$ cat config.mk
export PLATFORM = sky130hd
export DESIGN_NAME = deq_ctrl
export DESIGN_NICKNAME = d
export VERILOG_FILES = /design/src/rtl/deq_pkg.sv /design/src/rtl/deq_ctrl.sv
export SDC_FILE = /design/constraint.sdc
export NUM_CORES = 1
export LEC_CHECK = 0
export BUFFER_PORTS_ARGS = -buffer_cell sky130_fd_sc_hd__clkbuf_2
export CAP_MARGIN = 10
export CORE_AREA = 2 2 39 41
export CTS_CLUSTER_SIZE = 30
export DETAILED_ROUTE_END_ITERATION = 10
export DIE_AREA = 0 0 41 43
export PLACE_DENSITY = 0.37
export SYNTH_ARGS = -nofsm -noshare
export SYNTH_HDL_FRONTEND = slang
export SYNTH_SLANG_ARGS = --single-unit
$ cat constraint.sdc
create_clock -name clk -period 2.35 [get_ports clk]
set_clock_uncertainty 0.15 [all_clocks]
set_input_delay 0.235 -clock clk [delete_from_list [all_inputs] [get_ports clk]]
set_output_delay 0.235 -clock clk [all_outputs]
set_load 0.02 [all_outputs]
$ cat src/rtl/deq_pkg.sv
// ----------------------------------------------------------------------------
// deq_pkg: shared types and constants of the double-ended queue
// Request and status codes, sequencer states and the command bundle that
// the controller hands to the datapath.
// ----------------------------------------------------------------------------
package deq_pkg;

  localparam int DEQ_DEPTH  = 1024;
  localparam int DEQ_DATA_W = 32;
  localparam int DEQ_REQ_W  = 3;
  localparam int DEQ_CNT_W  = $clog2(DEQ_DEPTH + 1);

  typedef enum logic [DEQ_REQ_W-1:0] {
    REQ_NONE       = 3'd0,
    REQ_PUSH_FRONT = 3'd1,
    REQ_PUSH_BACK  = 3'd2,
    REQ_POP_FRONT  = 3'd3,
    REQ_POP_BACK   = 3'd4,
    REQ_CLEAR      = 3'd5
  } req_type_t;

  typedef enum logic [1:0] {
    ST_OK    = 2'd0,
    ST_EMPTY = 2'd1,
    ST_FULL  = 2'd2
  } status_t;

  typedef enum logic [1:0] {
    S_IDLE = 2'd0,
    S_EXEC = 2'd1,
    S_READ = 2'd2,
    S_RESP = 2'd3
  } deq_state_t;

  // One-cycle strobes from the controller to the datapath.
  typedef struct packed {
    logic latch;  // capture the incoming request
    logic exec;   // update pointers, write a pushed word, read a popped word
    logic read;   // keep the popped word, read the new front and back words
  } deq_cmd_t;

endpackage

$ cat src/rtl/deq_ctrl.sv
// ----------------------------------------------------------------------------
// deq_ctrl: request sequencer
// Walks each request through execute, read and result phases.
// ----------------------------------------------------------------------------
module deq_ctrl import deq_pkg::*; (
  input  logic     clk,
  input  logic     rst_n,
  input  logic     in_valid,
  output logic     in_ready,
  output logic     out_valid,
  input  logic     out_ready,
  output deq_cmd_t cmd
);

  deq_state_t state_r, state_nxt;

  always_ff @(posedge clk) begin
    if (!rst_n) begin
      state_r <= S_IDLE;
    end else begin
      state_r <= state_nxt;
    end
  end

  always_comb begin
    state_nxt = state_r;
    unique case (state_r)
      S_IDLE: if (in_valid) state_nxt = S_EXEC;
      S_EXEC: state_nxt = S_READ;
      S_READ: state_nxt = S_RESP;
      S_RESP: if (out_ready) state_nxt = S_IDLE;
      default: state_nxt = S_IDLE;
    endcase
  end

  always_comb begin
    in_ready  = 1'b0;
    out_valid = 1'b0;
    cmd       = '0;
    unique case (state_r)
      S_IDLE: begin
        in_ready  = 1'b1;
        cmd.latch = in_valid;
      end
      S_EXEC: cmd.exec = 1'b1;
      S_READ: cmd.read = 1'b1;
      S_RESP: out_valid = 1'b1;
      default: ;
    endcase
  end

  // Never take a new request while a result is still on offer.
  a_no_overlap: assert property (@(posedge clk) disable iff (!rst_n)
    !(in_ready && out_valid))
    else $error("request taken while a result is pending");

  // An accepted request always leads into the execute phase.
  a_accept_exec: assert property (@(posedge clk) disable iff (!rst_n)
    (in_valid && in_ready) |=> cmd.exec)
    else $error("accepted request not executed");

endmodule

**Word-level counts from Yosys, hierarchy flattened**

Cells that the tools add are included.

- Bits in registers: 2
- Output and inout bits: 5
- Logic and storage cells: 16
- Bits of input ports: 4

- Equal/unequal tests: 5
- Multiplexer cells: 8
- Reductions and logical operators: 2

Operator list:

| kind | count |
|---|---|
| $pmux 2 s4 | 1 |
| $mux 1 | 5 |
| $eq 2x2->1 const B | 2 |
| $mux 2 | 2 |
| $ne 2x2->1 const B | 2 |
| $eq 2x1->1 const B | 1 |
| $logic_not 2->1 | 1 |
| $reduce_and 2->1 | 1 |

**Depth between registers and ports, before layout**

- Word-level depth: 3
- Gate-level depth with buffers: 4
- Mapped depth without buffers: 4

**Worst setup path before layout**

Ideal clock, no wire load.

- Kind: register to register
- Start point: reg state_r[0]
- End point: reg state_r[0]
- Library setup time: 0.115 ns
- Clock period less this slack: 1.383 ns
- Arrival: 1.119 ns
- Path slack: 0.967 ns
- Required time: 2.085 ns
- Cell stages (with the launch flop): 5
- Buffers on the path: 0
- Cell sequence: dfxtp_1 -> inv_1 -> ha_1 -> o31a_1 -> o21a_1

- Longest elaborated chain between the ends: 3
- Elaborated cells on any way between the ends: 8
- Classes of those cells: 5 x eq/ne; 1 x mux; 2 x reduce/logical

RTL lines:

| item | line | RTL |
|---|---|---|
| start: declaration | deq_ctrl.sv:15 | `deq_state_t state_r, state_nxt;` |
| start signal: assignment | deq_ctrl.sv:21 | `state_r <= state_nxt;` |
| $eq 2x2->1 or $logic_not 2->1 (tied branches) | deq_ctrl.sv:27 | `unique case (state_r)` |
| $ne 2x2->1 (no source line) | -- |  |
| $reduce_and 2->1 (no source line) | -- |  |

Several ways; a longest one is shown, not always the timed one.
A chain may end at the register's enable or synchronous reset.

==> out/qor.csv <==
metric,value,unit
path_class,register to primary output,
drc,0,
hold_viol,0,
postCtsSetupBuffers,0,
drt_iter0_markers,0,
largest_reg_flops,2,
ys_ff_latch,2,
n_antenna_cell,0,
gp_congestion,0.528,
fin_util,17.8,%
synth_area,164,um^2
powerDensity,1140,nW/um^2
synth_mux_area_share,6.11,%
grt_first_pass_wirelength,434,um
ys_top_cells_by_count,"ha_1 (4), inv_1 (3), dfxtp_1 (2), nand2_1 (2)",
critPathLaunchType,register,
cts-root-buf,clkbuf_4,
yosysWarnings,0,
synthXorXnorAreaFrac,0,%
io_pins,9,
dieArea,1760,um^2
row_count,14,
synthCells,17,
reg_top3,state_r (2),
fmax,622,MHz
tritoncts,yes,
firstDrtPassIters,1,
areaGrowthSynthToFinish,50.4,%
critPathMaxFanout,4,
globalRoute.totalOverflow,0,
drt-vias-per-instance,3.32,
post-route-period-util,68.4,%
initial_core_util,11.8,%
clkTransAtPathRegs,0.03,ns
setup_viol,0,
ir_drop,0.289,mV
cts_buffers,3,
cp-end-kind,primary output,
drive_above_1_share,46.4,%
synth_area_leaders,"ha_1 (31%), dfxtp_1 (24%), nor2b_4 (8.4%), inv_1 (6.9%), mux2i_1 (6.1%)",
hold_class,primary input to register,
status,finished clean,
die_w,41,um
finalSetupTns,0,ns
grt_use_met3,1.57,%
synth_most_common_cell,ha_1,
crit_required,1.97,ns
yosysUniqueCellTypes,10,
syn_area_per_cell,9.64,um^2
syn_nets,25,
clock-sinks,2,
synth_area_leader_cell,ha_1,
wl_per_cell,7.91,um
async_flop_share,0,%
die_h,43,um
ys_seq_area_share,24.4,%
nets,38,
antenna_found_initial,0,
gr-usage-met1,4.14,%
vias,146,
ant_nets,0,
power.leakage,0.127,nW
grt_use_total,4.30,%
synth_edf_count,0,
relSlewSlack,92.1,%
wl,348,um
clk_path_buf_depth,2,
clk_latency,0.22,ns
portBuffers,8,
slew_viol_final,0,
grt_start_max_net_pins,5,
grtUsageMet2,4.69,%
arrival,1.22,ns
post_cts_resize_count,0,
synthAdderAreaFrac,30.5,%
synth_top_flop_cell,dfxtp_1,
core_region_area,1380,um^2
synth_top_family_by_area,adder cells,
yosys.area_share.simple,16.8,%
synth_compound_area_share,15.3,%
period_needed,1.61,ns
top_register,state_r,
cap_violations,0,
netlist.area_leader.share,30.5,%
ctsHoldBuffers,0,
grt_pass1_vias,128,
worst_slew_pin_slew,0.116,ns
busiest_layer,met4,
cts_max_level,1,
rsz0062_at_grt,false,
## power breakdown
part | internal (mW) | switching [mW] | total [mW] | leakage, nW
Combinational | 0.0580 | 0.0883 | 0.146 | 0.0964
Clock | 0.0563 | 0.0190 | 0.0754 | 0.0138
Sequential | 0.0469 | 0.0133 | 0.0601 | 0.0166
Total | 0.161 | 0.121 | 0.282 | 0.127
## critical path, cell delays in order, from the launching register on
cell,delay [ns]
dfxtp_1,0.38
inv_1,0.08
ha_1,0.25
and2_1,0.15
clkbuf_2,0.14
## per-stage QoR
stage	hold WS [ns]	cell area (um^2)	power, mW	std cells	setup WS (ns)
2_1_floorplan	0.231	164	0.171	17	0.967
3_3_place_gp	0.344	224	0.207	41	0.996
3_5_place_dp	0.354	224	0.209	41	0.979
4_1_cts	0.136	246	0.290	44	0.733
5_1_grt	0.157	246	0.306	44	0.659
6_report	0.139	246	0.282	44	0.743
## area by class of cell
cell class                 count  area [um^2]
fill                         159         1140
multi-input combinational     12          113
sequential                     2         40.0
timing repair buffer           8         40.0
clock buffer                   3         22.5
tap                           16         20.0
inverter                       3         11.3
## routing by layer
metal | vias to the layer above | part of all wire (%)
met1 | 61 | 43
met3 | 0 | 16
met2 | 9 | 41
met4 | 0 | 0
li1 | 76 | -
met5 | - | 0
## worst paths after layout
kind	from	to	slack, ns	cells after the start
max	state_r[0]	cmd[2]	0.74	4
min	rst_n	state_r[1]	0.14	3
max reg2reg	state_r[0]	state_r[0]	0.97	4
min reg2reg	state_r[1]	state_r[1]	0.35	2
## kinds of logic after synthesis
kind of cell,count (synthesis)
buffers and inverters,3
AO/OA/AOI/OAI,3
multiplexers,1
AND/OR/NAND/NOR,4
flip-flops,2
adder cells (fa/ha/maj),4
## layout by cell type, fill, tap and decap left out
cell type	instances
clkbuf_2	8
ha_1	4
inv_1	3
clkbuf_4	3
nand2_1	2
dfxtp_1	2
and2_1	1
nor2b_4	1
a21oi_2	1
o31a_1	1
o21a_1	1
mux2i_1	1
No activity file was read; power rests on OpenSTA's default activity.
